<file path="config.mk">
export PLATFORM = sky130hd
export DESIGN_NAME = gpio_function_select_bank
export DESIGN_NICKNAME = d
export VERILOG_FILES = /design/src/hw/rtl/gfsb_pkg.sv /design/src/hw/rtl/gfsb_bank.sv /design/src/hw/rtl/gpio_function_select_bank.sv
export VERILOG_INCLUDE_DIRS = /design/src /design/src/hw/rtl
export SDC_FILE = /design/constraint.sdc
export NUM_CORES = 1
export LEC_CHECK = 0
export BUFFER_PORTS_ARGS = -buffer_cell sky130_fd_sc_hd__buf_2
export CAP_MARGIN = 20
export CORE_ASPECT_RATIO = 0.9
export CORE_MARGIN = 10
export CORE_UTILIZATION = 40
export DETAILED_ROUTE_END_ITERATION = 8
export PLACE_DENSITY_LB_ADDON = 0.08
export SYNTH_ARGS = -nofsm -noshare
export SYNTH_HDL_FRONTEND = slang
export SYNTH_HIERARCHICAL = 1
export SYNTH_SLANG_ARGS = --single-unit
</file>
<file path="constraint.sdc">
create_clock -name aclk -period 3.31 [get_ports aclk]
set_input_delay 0.331 -clock aclk [delete_from_list [all_inputs] [get_ports aclk]]
set_output_delay 0.331 -clock aclk [all_outputs]
set_load 0.02 [all_outputs]
</file>
<file path="src/hw/rtl/assert_macros.svh">
// assertion macros shared by the rtl modules
`ifndef ASSERT_MACROS_SVH
`define ASSERT_MACROS_SVH

// property checked on every rising clock edge outside reset
`define ASSERT_CLK(label, clk, rst_n, prop, msg) \
    label: assert property (@(posedge clk) disable iff (!(rst_n)) (prop)) \
        else $error(msg);

// condition that must never hold outside reset
`define ASSERT_NEVER(label, clk, rst_n, cond, msg) \
    label: assert property (@(posedge clk) disable iff (!(rst_n)) !(cond)) \
        else $error(msg);

`endif

</file>
<file path="src/hw/rtl/gfsb_pkg.sv">
// types and constants of the gpio function select bank
package gfsb_pkg;

    localparam int CODE_W         = 3;
    localparam int FIELDS_PER_REG = 10;
    localparam int REG_COUNT      = 6;
    localparam int FIELD_TOTAL    = REG_COUNT * FIELDS_PER_REG;
    localparam int PIN_COUNT      = 58;
    localparam int PIN_W          = 6;
    localparam int WORD_BITS      = 32;
    localparam int OP_W           = 2;
    localparam int S_TDATA_W      = 48;
    localparam int M_TDATA_W      = 40;

    typedef enum logic [OP_W-1:0] {
        OP_READ_PIN   = 2'd0,
        OP_WRITE_PIN  = 2'd1,
        OP_MATCH      = 2'd2,
        OP_WRITE_MASK = 2'd3
    } op_t;

    typedef struct packed {
        op_t                   opcode;
        logic [PIN_W-1:0]      pin;
        logic [CODE_W-1:0]     mode;
        logic                  word_select;
        logic [WORD_BITS-1:0]  pin_mask;
    } req_t;

    typedef struct packed {
        logic [CODE_W-1:0]     read_code;
        logic [WORD_BITS-1:0]  match_mask;
        logic                  bad_pin;
    } rsp_t;

endpackage

</file>
<file path="src/hw/rtl/gfsb_bank.sv">
// function code storage with per-pin and per-word access logic
`include "assert_macros.svh"

module gfsb_bank (
    input  logic            aclk,
    input  logic            aresetn,
    input  logic            exec_en,
    input  gfsb_pkg::req_t  req,
    output gfsb_pkg::rsp_t  rsp
);

    logic [gfsb_pkg::CODE_W-1:0]    codes_reg [gfsb_pkg::FIELD_TOTAL];
    logic [gfsb_pkg::FIELD_TOTAL-1:0] field_we;
    logic [gfsb_pkg::WORD_BITS-1:0] match_bits;
    logic                           pin_ok;
    logic                           is_pin_op;

    assign pin_ok    = (req.pin < gfsb_pkg::PIN_W'(gfsb_pkg::PIN_COUNT));
    assign is_pin_op = (req.opcode == gfsb_pkg::OP_READ_PIN) ||
                       (req.opcode == gfsb_pkg::OP_WRITE_PIN);

    // field write enables
    for (genvar f = 0; f < gfsb_pkg::FIELD_TOTAL; f++) begin : g_field
        localparam logic WSEL = 1'(f / gfsb_pkg::WORD_BITS);
        localparam int   BIT  = f % gfsb_pkg::WORD_BITS;
        assign field_we[f] = exec_en &&
            (((req.opcode == gfsb_pkg::OP_WRITE_PIN) && pin_ok &&
              (req.pin == gfsb_pkg::PIN_W'(f))) ||
             ((req.opcode == gfsb_pkg::OP_WRITE_MASK) &&
              (req.word_select == WSEL) && req.pin_mask[BIT]));
    end

    // match compare per word bit
    for (genvar i = 0; i < gfsb_pkg::WORD_BITS; i++) begin : g_match
        if (gfsb_pkg::WORD_BITS + i < gfsb_pkg::FIELD_TOTAL) begin : g_both
            assign match_bits[i] = req.word_select ?
                (codes_reg[gfsb_pkg::WORD_BITS + i] == req.mode) :
                (codes_reg[i] == req.mode);
        end else begin : g_low
            assign match_bits[i] = !req.word_select && (codes_reg[i] == req.mode);
        end
    end

    always_ff @(posedge aclk) begin
        if (!aresetn) begin
            for (int f = 0; f < gfsb_pkg::FIELD_TOTAL; f++) begin
                codes_reg[f] <= '0;
            end
        end else begin
            for (int f = 0; f < gfsb_pkg::FIELD_TOTAL; f++) begin
                if (field_we[f]) begin
                    codes_reg[f] <= req.mode;
                end
            end
        end
    end

    always_comb begin
        rsp.read_code  = '0;
        rsp.match_mask = '0;
        rsp.bad_pin    = is_pin_op && !pin_ok;
        if ((req.opcode == gfsb_pkg::OP_READ_PIN) && pin_ok) begin
            rsp.read_code = codes_reg[req.pin];
        end
        if (req.opcode == gfsb_pkg::OP_MATCH) begin
            rsp.match_mask = match_bits;
        end
    end

    `ASSERT_NEVER(a_bad_pin_no_write, aclk, aresetn,
        exec_en && is_pin_op && !pin_ok && (field_we != '0),
        "out of range pin operation changed a field")
    `ASSERT_CLK(a_pin_write_single, aclk, aresetn,
        (exec_en && (req.opcode == gfsb_pkg::OP_WRITE_PIN) && pin_ok) |->
            $onehot(field_we),
        "pin write must touch exactly one field")
    `ASSERT_CLK(a_pin_write_lands, aclk, aresetn,
        (exec_en && (req.opcode == gfsb_pkg::OP_WRITE_PIN) && pin_ok) |=>
            (codes_reg[$past(req.pin)] == $past(req.mode)),
        "pin write not stored")

endmodule

</file>
<file path="src/hw/rtl/gpio_function_select_bank.sv">
// gpio function select bank top level with stream handshake and result register
//
// input transactions on the s_ channel carry one operation each: the opcode in
// s_tuser selects pin read, pin write, match mask query or write by mask, and
// s_tdata holds pin, mode, word_select and pin_mask. every accepted transaction
// gives exactly one result transaction on the m_ channel, with read_code and
// match_mask in m_tdata and bad_pin in m_tuser.
// an accepted transaction lands in an input register, is executed against the
// 60 field code registers and its result is captured in the output register.
// one transaction per cycle is sustained while m_tready is high; the field
// registers are updated in the same cycle the result is captured, so the next
// transaction sees them.
// when m_tready is low the result holds, the input register holds one more
// transaction and s_tready drops once both are full.
// aresetn (synchronous, active low) clears all function codes to zero (input
// mode) and empties both registers.
`include "assert_macros.svh"

module gpio_function_select_bank (
    input  logic                            aclk,
    input  logic                            aresetn,
    input  logic                            s_tvalid,
    output logic                            s_tready,
    // pin[5:0], mode[8:6], word_select[9], pin_mask[41:10], zero fill
    input  logic [gfsb_pkg::S_TDATA_W-1:0]  s_tdata,
    // opcode[1:0]
    input  logic [gfsb_pkg::OP_W-1:0]       s_tuser,
    output logic                            m_tvalid,
    input  logic                            m_tready,
    // read_code[2:0], match_mask[34:3], zero fill
    output logic [gfsb_pkg::M_TDATA_W-1:0]  m_tdata,
    // bad_pin
    output logic                            m_tuser
);

    logic            in_valid_reg;
    logic            in_valid_next;
    gfsb_pkg::req_t  req_reg;
    logic            out_valid_reg;
    logic            out_valid_next;
    gfsb_pkg::rsp_t  rsp_reg;
    gfsb_pkg::rsp_t  rsp_comb;
    logic            advance;
    logic            exec_en;
    logic            s_fire;

    assign advance  = !out_valid_reg || m_tready;
    assign exec_en  = in_valid_reg && advance;
    assign s_tready = !in_valid_reg || advance;
    assign s_fire   = s_tvalid && s_tready;

    assign in_valid_next  = s_fire || (in_valid_reg && !advance);
    assign out_valid_next = exec_en || (out_valid_reg && !m_tready);

    always_ff @(posedge aclk) begin
        if (!aresetn) begin
            in_valid_reg  <= 1'b0;
            out_valid_reg <= 1'b0;
        end else begin
            in_valid_reg  <= in_valid_next;
            out_valid_reg <= out_valid_next;
        end
    end

    always_ff @(posedge aclk) begin
        if (s_fire) begin
            req_reg.opcode      <= gfsb_pkg::op_t'(s_tuser);
            req_reg.pin         <= s_tdata[5:0];
            req_reg.mode        <= s_tdata[8:6];
            req_reg.word_select <= s_tdata[9];
            req_reg.pin_mask    <= s_tdata[41:10];
        end
        if (exec_en) begin
            rsp_reg <= rsp_comb;
        end
    end

    gfsb_bank u_bank (
        .aclk    (aclk),
        .aresetn (aresetn),
        .exec_en (exec_en),
        .req     (req_reg),
        .rsp     (rsp_comb)
    );

    assign m_tvalid = out_valid_reg;
    assign m_tdata  = {5'd0, rsp_reg.match_mask, rsp_reg.read_code};
    assign m_tuser  = rsp_reg.bad_pin;

    `ASSERT_CLK(a_exec_gives_result, aclk, aresetn,
        exec_en |=> out_valid_reg,
        "executed transaction produced no result")
    `ASSERT_CLK(a_stalled_input_held, aclk, aresetn,
        (in_valid_reg && !advance) |=> (in_valid_reg && $stable(req_reg)),
        "pending transaction lost during stall")
    `ASSERT_CLK(a_error_clean_result, aclk, aresetn,
        (out_valid_reg && rsp_reg.bad_pin) |->
            ((rsp_reg.read_code == '0) && (rsp_reg.match_mask == '0)),
        "range error result carries data")
    `ASSERT_NEVER(a_ready_when_empty, aclk, aresetn,
        !out_valid_reg && !s_tready,
        "input stalled with empty result register")

endmodule
</file>
Word level (Yosys, flattened, before mapping)
Memory sizes are Yosys's and may differ from the RTL's. A register that Yosys moved wholly into a read port is not among the register bits.
Cells that the tools add are included.
Cells by class
  order comparisons: 1
  equality and inequality tests: 122
  muxes and demuxes: 269
  bitwise logic cells: 61
  reductions and logical operators: 267
Operator list (count)
  2-to-1 mux 1 bit: 209
  logical AND 1 bit: 193
  equality test 3 bit: 60
  2-to-1 mux 3 bit: 60
  equality test 6 bit (second input constant): 28
  equality test 6 x 5 -> 1 bit (second input constant): 16
  logical OR 1 bit: 65
  OR 1 bit: 60
  equality test 6 x 4 -> 1 bit (second input constant): 8
  equality test 6 x 3 -> 1 bit (second input constant): 4
  equality test 6 x 2 -> 1 bit (second input constant): 2
  zero test 1 bit: 7
  equality test 6 x 1 -> 1 bit (second input constant): 1
  zero test 6 bit: 1
  < comparator 6 bit (second input constant): 1
  equality test 2 bit (second input constant): 2
  equality test 2 x 1 -> 1 bit (second input constant): 1
  zero test 2 bit: 1
  NOT 1 bit: 1
Storage, ports and cells
  register bits after elaboration: 79
  bits in writable memories: 180
  bits of input ports: 54
  output and inout bits: 43
  word-level logic and storage cells: 730
  memories: 1
Memory list
  u_bank.codes_reg: depth 60, bits a word 3, read ports 61, clocked after memory_dff 1, wr ports 60, line gfsb_bank.sv:12  | logic [gfsb_pkg::CODE_W-1:0] codes_reg [gfsb_pkg::FIELD_TOTAL];

Longest topological paths before layout
Gate-level depths: netlist (run 1).
  depth after elaboration: 9
  gate-level depth with buffers: 8
  mapped depth without buffers: 6

Hierarchy
The synthesis (run 1) kept the hierarchy.
By module, submodules not included
  gfsb_bank: times used 1, cells each 899, area an instance 10857.9 um2, seq. area each 5405.2 um2
  gpio_function_select_bank: times used 1, cells each 95, area an instance 2547.4 um2, seq. area each 2442.3 um2

Worst setup path before layout (run 1)
OpenSTA, ideal clock, no wires.
  path kind: register to register
  start: register out_valid_reg, in the netlist m_tvalid
  end: memory u_bank/codes_reg[0][0] (netlist bit), enable pin
  setup time: 0.334 ns
  data arrival time: 3.432 ns
  data required time: 2.976 ns
  slack: -0.455 ns
  stages on the path, launching flop included: 8
  buffers on the path: 1
  clock period less this slack: 3.765 ns
  cell sequence: dfxtp_1 nor2b_4 nor2b_1 inv_1 nor3_2 clkbuf_1 nand2_1 o211ai_1
RTL lines
  start, declared: line gpio_function_select_bank.sv:39  | logic out_valid_reg;
  start signal, assigned: line gpio_function_select_bank.sv:61  | out_valid_reg <= out_valid_next;
  end, declared: line gfsb_bank.sv:12

Worst setup path after layout (run 1)
  start: register req_reg[37] (netlist bit)
  end: register m_tdata[2] (netlist name)
On the way
  word-level cells in the longest chain between the ends: 3
Ends and longest elaborated chain
  start, declared: line gpio_function_select_bank.sv:38  | gfsb_pkg::req_t req_reg;
  < comparator 6 bit: line gfsb_bank.sv:18  | assign pin_ok = (req.pin < gfsb_pkg::PIN_W'(gfsb_pkg::PIN_COUNT));
  logical AND 1 bit: line gfsb_bank.sv:62  | if ((req.opcode == gfsb_pkg::OP_READ_PIN) && pin_ok) begin
  zero test 1 bit (no source line)
Several ways; a longest one is shown, not always the timed one.
A chain may end at the register's enable or synchronous reset.

==> summary.txt, run 1 <==
Clock tree
  – Clock tree from TritonCTS: built
  – Number of buffers added by the clock tree synthesis step: 30
  – Clk sink count: ~260
  – Clock Latency Late Sink: 0.56 ns
  – Clock-pin slew of the registers on the worst-case setup and hold paths: around 0.06 ns
  – Buffers from clock root to sink, at most: 3
  – Post-CTS setup buffer count: 0
  – Root Driver: clkbuf_16
  – Deepest level of the CTS H-tree: 1

Setup path
  – Crit path largest cell delay: approximately 0.81 ns
  – Maximum net fanout on the critical path: 17
  – Arrival time worst endpoint: about 2.9 ns
  – Endpoint required time on the critical path: about 3.6 ns
  – Kind of start point of the critical path: flip-flop
  – Critical path's slowest cell: edfxtp_1
  – Type of the worst setup path: reg -> reg
  – Slack of the worst reg-to-reg path: between 0.7 and 0.8 ns
  – Sequence of cells on the critical path: buf_12, buf_4, mux4_1, o22a_1, nor2_1, nor4_1, o2bb2ai_1
  – Critical Path End Type: flip-flop

Finish
  – Share of final-layout standard cells stronger than drive strength 1: between 20% and 30%
  – Number of standard cells in the layout, taps in and fillers out: between 1500 and 2000
  – Flip-flop count of the largest register after layout: 180
  – Commonest cells after routing, fill and taps aside: edfxtp_1 (260), nor2_1 (119), nand2_1 (96)
  – Most frequent standard cell in the layout excluding fill and tap cells: edfxtp_1
  – Utilization of the core after routing: a little under half
  – Count of antenna diodes in the layout: 0
  – Final non-filler cell area: between 15000 and 20000 um^2
  – Syn-to-layout area delta: 17.7%
  – Net count reported at finish: ~1200

Synth
  – Post-synthesis sequential element count: approximately 260
  – Ranking of synthesized cells by area: edfxtp_1 (58%), mux2i_1 (7.0%), mux4_2 (6.4%)
  – Sequential cell area fraction in the yosys report: roughly 59%
  – Leading register cell type out of synthesis: edfxtp_1
  – Syn Area/Cell: 13.5 um^2
  – Asr flop ratio synth: 0%
  – Synth Cell Area: 13400 um^2
  – Synth warnings: 6
  – Number of distinct standard cells referenced by the synthesized netlist: 56
  – Post-synth top area cell: edfxtp_1
  – Number of flops mapped to enable cells by yosys: 260
  – Synth Instances: about 990
  – Top cell type's share of synthesized area: a little under 60%

Detailed routing
  – Mean number of vias per cell: between 5 and 6
  – Drt drc: 0
  – Routed vias: roughly 9000
  – Wire length after detailed routing: 41600 um
  – Routed metal-1 wirelength: about 19000 um
  – Length of routed met3 wiring: about 3200 um
  – Number of DRC markers in iteration 0: ~870
  – Pre-antenna DRT Iters: 5
  – Highest metal layer used by the detailed router: met4
  – Post-DRT Antenna Nets: 0
  – Routed length on met2: roughly 18000 um
  – Wire per inst: between 20 and 30 um

STA
  – Fin Setup TNS: 0 ns
  – Final hold violations: 0
  – Final clock skew: around 0.011 ns
  – Fin crit share: around 78%
  – Least-Margin Pin Slew: just under 1 ns
  – Setup repair after global routing missed its margin: no
  – Max Slew Vio Count: 0
  – Final setup margin: 0.727 ns
  – Time the final worst path needs with I/O delays and setup: 2.58 ns
  – Hold Slack: approximately 0.053 ns
  – Final Setup Violations: 0
  – Achievable clock frequency: just under 0.4 GHz
  – Slew Limit Headroom: between 30% and 40%

Placement
  – Worst slack at placement: approximately 0.77 ns
  – Placer's final routability congestion estimate: slightly above 0.8
  – Placed instance count: 1472
  – PortBufs: 85
  – Instance area after placement: about 14000 um^2
  – DP HPWL: around 28000 um

Global routing
  – Initial antenna violation count: 0
  – Largest net degree at the start of global routing: between 80 and 90
  – Aggregate global routing overflow: 0
  – Via count of the first global-routing pass: 9147
  – Global-route wire length before repair: slightly above 60000 um
  – Overall Global Routing Usage: between 10% and 20%

Pwr
  – Sum of internal, switching and leakage power: approximately 8.2 mW
  – Worst voltage drop across the vdd grid: 0.379 mV
  – Power per standard cell area: 522 nW/um^2
  – Leakage power: 5.57 nW

Hold path
  – Type of the worst min-delay path: in -> reg

Flow run
  – Number of max-cap violations: 0

Floorplan
  – Die ar.: between 40000 and 50000 um^2
  – Site row count: between 60 and 70
  – Vert. Die Dim: 194 um
  – Area of the core: ~33000 um^2
  – Horizontal die dimension: 213 um
  – Top Ports: 97
  – Initial cell density of the core: about two fifths

Status
  – Run status: complete, no violations
## synth_stat cells, types with 3 or more instances
master / count
o22ai_1: 8
o21ai_0: 8
nand3_1: 7
o21ai_1: 6
nand2b_1: 8
buf_2: 33
a22o_1: 15
xnor2_1: 84
inv_1: 7
buf_4: 13
clkbuf_1: 24
nor2b_1: 5
xor2_1: 12
nor4_1: 34
nor3_2: 4
nor2_1: 120
edfxtp_1: 260
a22oi_1: 27
o211ai_1: 32
buf_6: 8
mux2i_1: 94
nor3_1: 3
mux4_1: 7
nand2_1: 96
mux4_2: 38
## layer usage
layer | up-vias | GRT usage, %
met5 | - | 0
li1 | 4020 | -
met1 | 4529 | 29.0
met3 | 63 | 3.49
met4 | 0 | 5.16
met2 | 372 | 29.9
## worst paths after layout
path / startpoint / end / cells after the start
max: req_reg[37]$_DFFE_PP_ / m_tdata[2]$_DFFE_PP_ / 7
min: s_tvalid / in_valid_reg$_SDFF_PN0_ / 3
max reg2reg: req_reg[37]$_DFFE_PP_ / m_tdata[2]$_DFFE_PP_ / 7
min reg2reg: m_tvalid$_SDFF_PN0_ / in_valid_reg$_SDFF_PN0_ / 2
## report_power, final
group / switching, mW / internal, mW / leakage [nW]
clock network: 1.37 / 1.93 / 0.470
logic: 0.551 / 0.401 / 2.49
registers: 0.134 / 3.84 / 2.61
## worst max-delay path: cells and delay by family (launching register included)
| family | cells | cell delay (ns) |
|---|---|---|
| flops | 1 | 0.81 |
| mux | 1 | 0.55 |
| buf+inv | 2 | 0.47 |
| compound gates | 2 | 0.32 |
| simple gates | 2 | 0.15 |
## area by class of cell
| cell class | count | area [um^2] |
|---|---|---|
| timing repair buffer | 177 | 1300 |
| clock buffer | 35 | 791 |
| sequential | 262 | 7850 |
| tap | 422 | 528 |
| clock inverter | 21 | 185 |
| inverter | 8 | 30.0 |
| multi-input combinational | 647 | 5090 |
| fill | 2939 | 17300 |
## cell families (layout without fill, tap and decap cells)
family / count (synthesis) / count (layout) / share of synthesized area, %
AOI/OAI and AO/OA: 114 / 114 / 6.38
xor gates and xnor gates: 96 / 96 / 6.27
muxes: 140 / 140 / 14.9
DFF: 262 / 262 / 58.5
buffers and inverters: 89 / 241 / 3.73
and+or+nand+nor: 292 / 292 / 10.2
other: 1 / 5 / 0.0280
## repair_timing
item / 4_1_cts / 5_1_grt
hold endpoints to repair: 44 / 0
hold buffers: 44 / 0
setup endpoints to repair: 0 / 0
gates resized for setup: 0 / 0
(Power assumes the default switching activity.)
==> run 2: changes to the inputs <==
- ABC_AREA: not set -> 1
- clock period: 3.31 -> 2.4 ns (I/O delays scaled with it)
==> run 2 against run 1 <==
Against the previous run: highest routed layer unchanged; sequential cell count did not move; utilization increased by 0.73 points; register-to-register slack got worse by 0.53 ns; critical path depth unchanged; die area is 3.1% higher; routed wire length grew 6.5%; fmax grew 18%; first-iteration DRC count increased by 43%; sequential share of layout area shrank 2.3 points.
==> summary.txt, run 2 <==
Finish
  – Commonest cells after routing, fill and taps aside: nand2_1 (704), edfxtp_1 (260), nor2_1 (138)
  – Count of antenna diodes in the layout: 0
  – Net count reported at finish: about 1800
  – Number of fill cells: between 3000 and 4000
  – Number of standard cells in the layout, taps in and fillers out: 2236
  – Area of all sequential standard cells: between 7000 and 8000 um^2
  – Final non-filler cell area: 16500 um^2
  – Share of final-layout standard cells stronger than drive strength 1: 12.9%
  – Syn-to-layout area delta: 19.3%
  – Most frequent standard cell in the layout excluding fill and tap cells: nand2_1
  – Flip-flop count of the largest register after layout: between 150 and 200
  – Area occupied by multi-input gates: 5220 um^2

Clock tree
  – Root Driver: clkbuf_16
  – Post-CTS setup buffer count: 0
  – Clock-pin slew of the registers on the worst-case setup and hold paths: 0.06 ns
  – Clock tree from TritonCTS: built
  – Buffers from clock root to sink, at most: 3
  – Clk sink count: about 260
  – Number of buffers added by the clock tree synthesis step: 30
  – Clock Latency Late Sink: ~0.57 ns
  – Deepest level of the CTS H-tree: 1

STA
  – Hold Slack: roughly 0.27 ns
  – Max Slew Vio Count: 0
  – Fin Setup TNS: 0 ns
  – Final clock skew: between 0.01 and 0.015 ns
  – Slew Limit Headroom: 31.4%
  – Setup repair after global routing missed its margin: no
  – Final hold violations: 0
  – Least-Margin Pin Slew: approximately 1.0 ns
  – Final Setup Violations: 0
  – Time the final worst path needs with I/O delays and setup: roughly 2.2 ns
  – Achievable clock frequency: ~0.45 GHz
  – Fin crit share: around 90%

Setup path
  – Kind of start point of the critical path: flip-flop
  – Endpoint required time on the critical path: 2.66 ns
  – Critical Path End Type: flip-flop
  – Slack of the worst reg-to-reg path: roughly 0.20 ns
  – Type of the worst setup path: reg -> reg
  – Maximum net fanout on the critical path: 16
  – Arrival time worst endpoint: around 2.5 ns

Floorplan
  – Site row count: 64
  – Top Ports: 97
  – Horizontal die dimension: 216 um
  – Die ar.: 42500 um^2
  – Area of the core: ~34000 um^2
  – Vert. Die Dim: about 200 um
  – Initial cell density of the core: between 40% and 50%

Synth
  – Asr flop ratio synth: 0%
  – Ranking of synthesized cells by area: edfxtp_1 (56%), nand2_1 (19%), xor2_1 (4.6%)
  – Synth Instances: ~1600
  – Post-synth top area cell: edfxtp_1
  – Post-synthesis sequential element count: approximately 260
  – Top cell type's share of synthesized area: a little under three fifths
  – Syn Area/Cell: 8.62 um^2
  – Most used standard cell by instance count after synthesis: nand2_1
  – Synth Cell Area: about 14000 um^2
  – Leading register cell type out of synthesis: edfxtp_1
  – Synth warnings: 6
  – Post-synth top cells: nand2_1 (704), edfxtp_1 (260), nor2_1 (138), inv_1 (91), o21ai_0 (84)
  – Number of flops mapped to enable cells by yosys: 260
  – Sequential cell area fraction in the yosys report: a little under three fifths
  – Number of distinct standard cells referenced by the synthesized netlist: 31

Detailed routing
  – Highest metal layer used by the detailed router: met4
  – Length of routed met3 wiring: ~3700 um
  – Routed vias: 11400
  – Mean number of vias per cell: 5.08
  – Wire length after detailed routing: between 40000 and 50000 um
  – Routed length on met2: 18700 um
  – Wire per inst: approximately 20 um
  – Pre-antenna DRT Iters: 6
  – Post-DRT Antenna Nets: 0
  – Routed metal-1 wirelength: a little over 20000 um
  – Drt drc: 0
  – Number of DRC markers in iteration 0: approximately 1200

Global routing
  – Largest net degree at the start of global routing: 103
  – Global-route wire length before repair: about 66000 um
  – Aggregate global routing overflow: 0
  – Overall Global Routing Usage: around a fifth
  – Initial antenna violation count: 0
  – Via count of the first global-routing pass: 11000

Status
  – Run status: complete, no violations

Placement
  – Placer's final routability congestion estimate: 0.936
  – Instance area after placement: about 15000 um^2
  – DP HPWL: a little over 30000 um
  – PortBufs: between 80 and 90
  – Placed instance count: 2133

Flow run
  – Number of max-cap violations: 0

Pwr
  – Leakage power: just over 7 nW
  – Power per standard cell area: around 690 nW/um^2
  – Sum of internal, switching and leakage power: roughly 11 mW
  – Worst voltage drop across the vdd grid: 0.569 mV

Hold path
  – Type of the worst min-delay path: in -> reg
[run 2: cell types whose count changed after synthesis, moves of 40 or more]
cell     previous run  this run
inv_1               7        91
mux2i_1            94        14
nand2_1            96       704
o21ai_0             8        84
o22ai_1             8        48
xnor2_1            84         1
xor2_1             12        73
[run 2: cells by family after synthesis]
family	synth area share, %
buf+inv	6.02
flops	56.6
xor+xnor	4.67
simple gates	26.1
mux	1.01
compound gates	5.62
other cells	0.0270
[run 2: layout make-up]
class                           instances  share of cell area [%]
Sequential cell                       262                    47.4
Tap cell                              462                    3.49
Clock inverter                         13                   0.824
Clock buffer                           43                    5.14
Timing Repair Buffer                  205                    9.33
Multi-Input combinational cell       1152                    31.5
Inverter                               99                    2.25
[run 2: path summary, 6_finish.rpt]
path / from / end / depth (start not counted)
worst max-delay path: req_reg[37]$_DFFE_PP_ / u_bank/codes_reg[30][1]$_SDFFCE_PN0P_ / 7
worst min-delay path: aresetn / m_tvalid$_SDFF_PN0_ / 3
worst max register to register: req_reg[37]$_DFFE_PP_ / u_bank/codes_reg[30][1]$_SDFFCE_PN0P_ / 7
worst min register to register: m_tvalid$_SDFF_PN0_ / m_tvalid$_SDFF_PN0_ / 2
[run 2: what timing repair did]
action,CTS,global route
hold buffers,47,0
resized for setup,0,0
hold endpoints to repair,46,0
[run 2: routing by layer]
layer | GRT usage (%) | up-vias
li1 | - | 5517
met1 | 29.2 | 5293
met2 | 30.4 | 473
met3 | 4.04 | 70
met4 | 6.08 | 0
met5 | 0 | -
[run 2: per-stage QoR]
step                      worst slack (ns)  utilization (%)
after global placement               0.224             44.2
after detailed placement             0.237             44.2
after global routing                0.0443             48.5
after floorplan                    -0.0515                -
after CTS                            0.221             48.5
final                                0.201             48.5
[run 2: critical path, cell delays in order, from the launching register on]
cell and delay (ns):
edfxtp_1 0.50, nor2_2 0.16, nor3_2 0.06, nor3_4 0.22
nand2_2 0.27, o22ai_1 0.22, nand2_1 0.23, nand2_1 0.22
[run 2: power by group]
part	switching, mW	internal [mW]	total (mW)
logic	0.919	0.443	1.36
registers	0.119	5.28	5.40
clock network	1.84	2.76	4.60
==> run 3: changes to the inputs <==
- CTS_BUF_LIST: not set -> sky130_fd_sc_hd__clkbuf_16
==> run 3 against run 2 <==
Against the previous run: sequential cell count stayed put; die area unchanged; via count up 0.12%; clock power shrank 3%; combinational power is essentially flat; sequential power barely moved.
==> summary.txt, run 3 (same netlist as run 2, synthesis figures left out) <==
Status
  – Run status: complete, no violations

Clock tree
  – Number of hold buffers added after cts: 47
  – Post-CTS resize count: 0
  – Number of buffers added by the clock tree synthesis step: 30
  – Clock Latency Late Sink: ~0.57 ns
  – Clock tree from TritonCTS: built
  – Post-CTS setup buffer count: 0
  – Clk sink count: approximately 260
  – Buffers from clock root to sink, at most: 3
  – Deepest level of the CTS H-tree: 1
  – Clock-pin slew of the registers on the worst-case setup and hold paths: approximately 0.06 ns
  – Root Driver: clkbuf_16

Finish
  – Share of final-layout standard cells stronger than drive strength 1: 12.7%
  – Flip-flop count of the largest register after layout: 180
  – Number of fill cells: about 3400
  – Number of standard cells in the layout, taps in and fillers out: 2236
  – Most frequent standard cell in the layout excluding fill and tap cells: nand2_1
  – Count of antenna diodes in the layout: 0
  – Commonest cells after routing, fill and taps aside: nand2_1 (704), edfxtp_1 (260), nor2_1 (138)
  – Area occupied by multi-input gates: between 5000 and 6000 um^2
  – Area of all sequential standard cells: 7850 um^2
  – Net count reported at finish: between 1500 and 2000
  – Syn-to-layout area delta: 19.1%

Hold path
  – Cell depth of the worst min-delay path: 3
  – Type of the worst min-delay path: in -> reg

Setup path
  – Critical path's slowest cell: edfxtp_1
  – Capture point of the worst path: u_bank/codes_reg[30][1]$_SDFFCE_PN0P_
  – Sequence of cells on the critical path: nor2_2, nor3_2, nor3_4, nand2_2, o22ai_1, nand2_1, nand2_1
  – Endpoint required time on the critical path: 2.66 ns
  – Worst path bufs/invs: 0
  – Slack of the worst reg-to-reg path: about 0.19 ns
  – Timing startpoint of the critical path: req_reg[37]$_DFFE_PP_
  – Crit path largest cell delay: 0.50 ns
  – Reg2reg start: req_reg[37]$_DFFE_PP_
  – CP most frequent cell: nand2_1
  – Worst path top cell family by delay: simple AND/OR/NAND/NOR gates
  – Endpoint of the lowest-slack register-to-register path: u_bank/codes_reg[30][1]$_SDFFCE_PN0P_
  – Number of cells on the critical path: 7
  – Maximum net fanout on the critical path: 16
  – Worst r2r path cells: 7
  – Type of the worst setup path: reg -> reg
  – Kind of start point of the critical path: flip-flop
  – Critical Path End Type: flip-flop
  – Arrival time worst endpoint: 2.47 ns

Global routing
  – Initial antenna violation count: 0
  – Global-route wire length before repair: approximately 66000 um
  – Largest net degree at the start of global routing: ~100
  – Overall Global Routing Usage: ~20%
  – Aggregate global routing overflow: 0
  – Via count of the first global-routing pass: 11000

Detailed routing
  – Wire per inst: about 20 um
  – Number of DRC markers in iteration 0: 1143
  – Post-DRT Antenna Nets: 0
  – Drt drc: 0
  – Mean number of vias per cell: slightly above 5
  – Pre-antenna DRT Iters: 5
  – Wire length after detailed routing: 44300 um
  – Routed vias: 11400

STA
  – Final clock skew: 0.0117 ns
  – Time the final worst path needs with I/O delays and setup: approximately 2.2 ns
  – Slew Limit Headroom: approximately a quarter
  – Least-Margin Pin Slew: around 1.1 ns
  – Fin crit share: between 90% and 100%
  – Final setup margin: approximately 0.19 ns
  – Max Slew Vio Count: 0
  – Achievable clock frequency: ~0.45 GHz
  – Hold Slack: 0.273 ns
  – Final Setup Violations: 0
  – Fin Setup TNS: 0 ns
  – Final hold violations: 0
  – Setup repair after global routing missed its margin: no

Pwr
  – Power per standard cell area: about 680 nW/um^2
  – Leakage power: 7.27 nW
  – Sum of internal, switching and leakage power: roughly 11 mW
  – Worst voltage drop across the vdd grid: around 0.56 mV

Floorplan
  – Site row count: 64
  – Vert. Die Dim: slightly below 200 um
  – Initial cell density of the core: 40.7%
  – Horizontal die dimension: 216 um
  – Area of the core: 34100 um^2
  – Top Ports: between 90 and 100
  – Die ar.: 42500 um^2

Placement
  – Worst slack at placement: 0.237 ns
  – Placer's final routability congestion estimate: 0.936
  – Placed instance count: 2133
  – PortBufs: between 80 and 90
  – DP HPWL: a little over 30000 um

Flow run
  – Number of max-cap violations: 0
## run 3: cell types whose count changed in the layout (fill, tap and decap cells not counted), sizes merged
cell	previous run	this run
clkbuf	43	31
inv	98	107
clkinv	10	13
## run 3: layout make-up
cell class | instances | area share [%]
Tap cell | 462 | 3.50
Inverter | 99 | 2.25
Multi-Input combinational cell | 1152 | 31.6
Clock inverter | 25 | 1.10
Clock buffer | 31 | 4.70
Sequential cell | 262 | 47.5
Timing Repair Buffer | 205 | 9.35
## run 3: worst min-delay path by stage
stage | start | end
2_1_floorplan | s_tdata[10] | req_reg[0]$_DFFE_PP_
3_3_place_gp | s_tuser[1] | req_reg[43]$_DFFE_PP_
3_5_place_dp | s_tdata[25] | req_reg[15]$_DFFE_PP_
4_1_cts | aresetn | m_tvalid$_SDFF_PN0_
5_1_grt | aresetn | m_tvalid$_SDFF_PN0_
6_report | aresetn | m_tvalid$_SDFF_PN0_
## run 3: where the power goes
group | total, mW | switching, mW | internal (mW)
Sequential | 5.40 | 0.119 | 5.28
Combinational | 1.36 | 0.919 | 0.443
Clock | 4.46 | 1.83 | 2.63
Total | 11.2 | 2.87 | 8.35
## run 3: worst min-delay path, stage by stage
cell     delay [ns]
buf_2          0.31
inv_1          0.19
a21oi_1        0.05
## run 3: metrics by stage
| step | cell area [um^2] | utilization, % |
|---|---|---|
| global route | 16500 | 48.4 |
| floorplan | 13900 | - |
| CTS | 16500 | 48.4 |
| global placement | 15100 | 44.2 |
| finish | 16500 | 48.4 |
| detailed placement | 15100 | 44.2 |
## run 3: per-layer routing
metal | vias up | global-route usage [%] | part of all wire (%)
met5 | - | 0 | 0
met4 | 0 | 6.08 | 2.9
met3 | 68 | 4.04 | 7.7
met2 | 437 | 30.3 | 43
met1 | 5351 | 29.2 | 47
li1 | 5511 | - | -
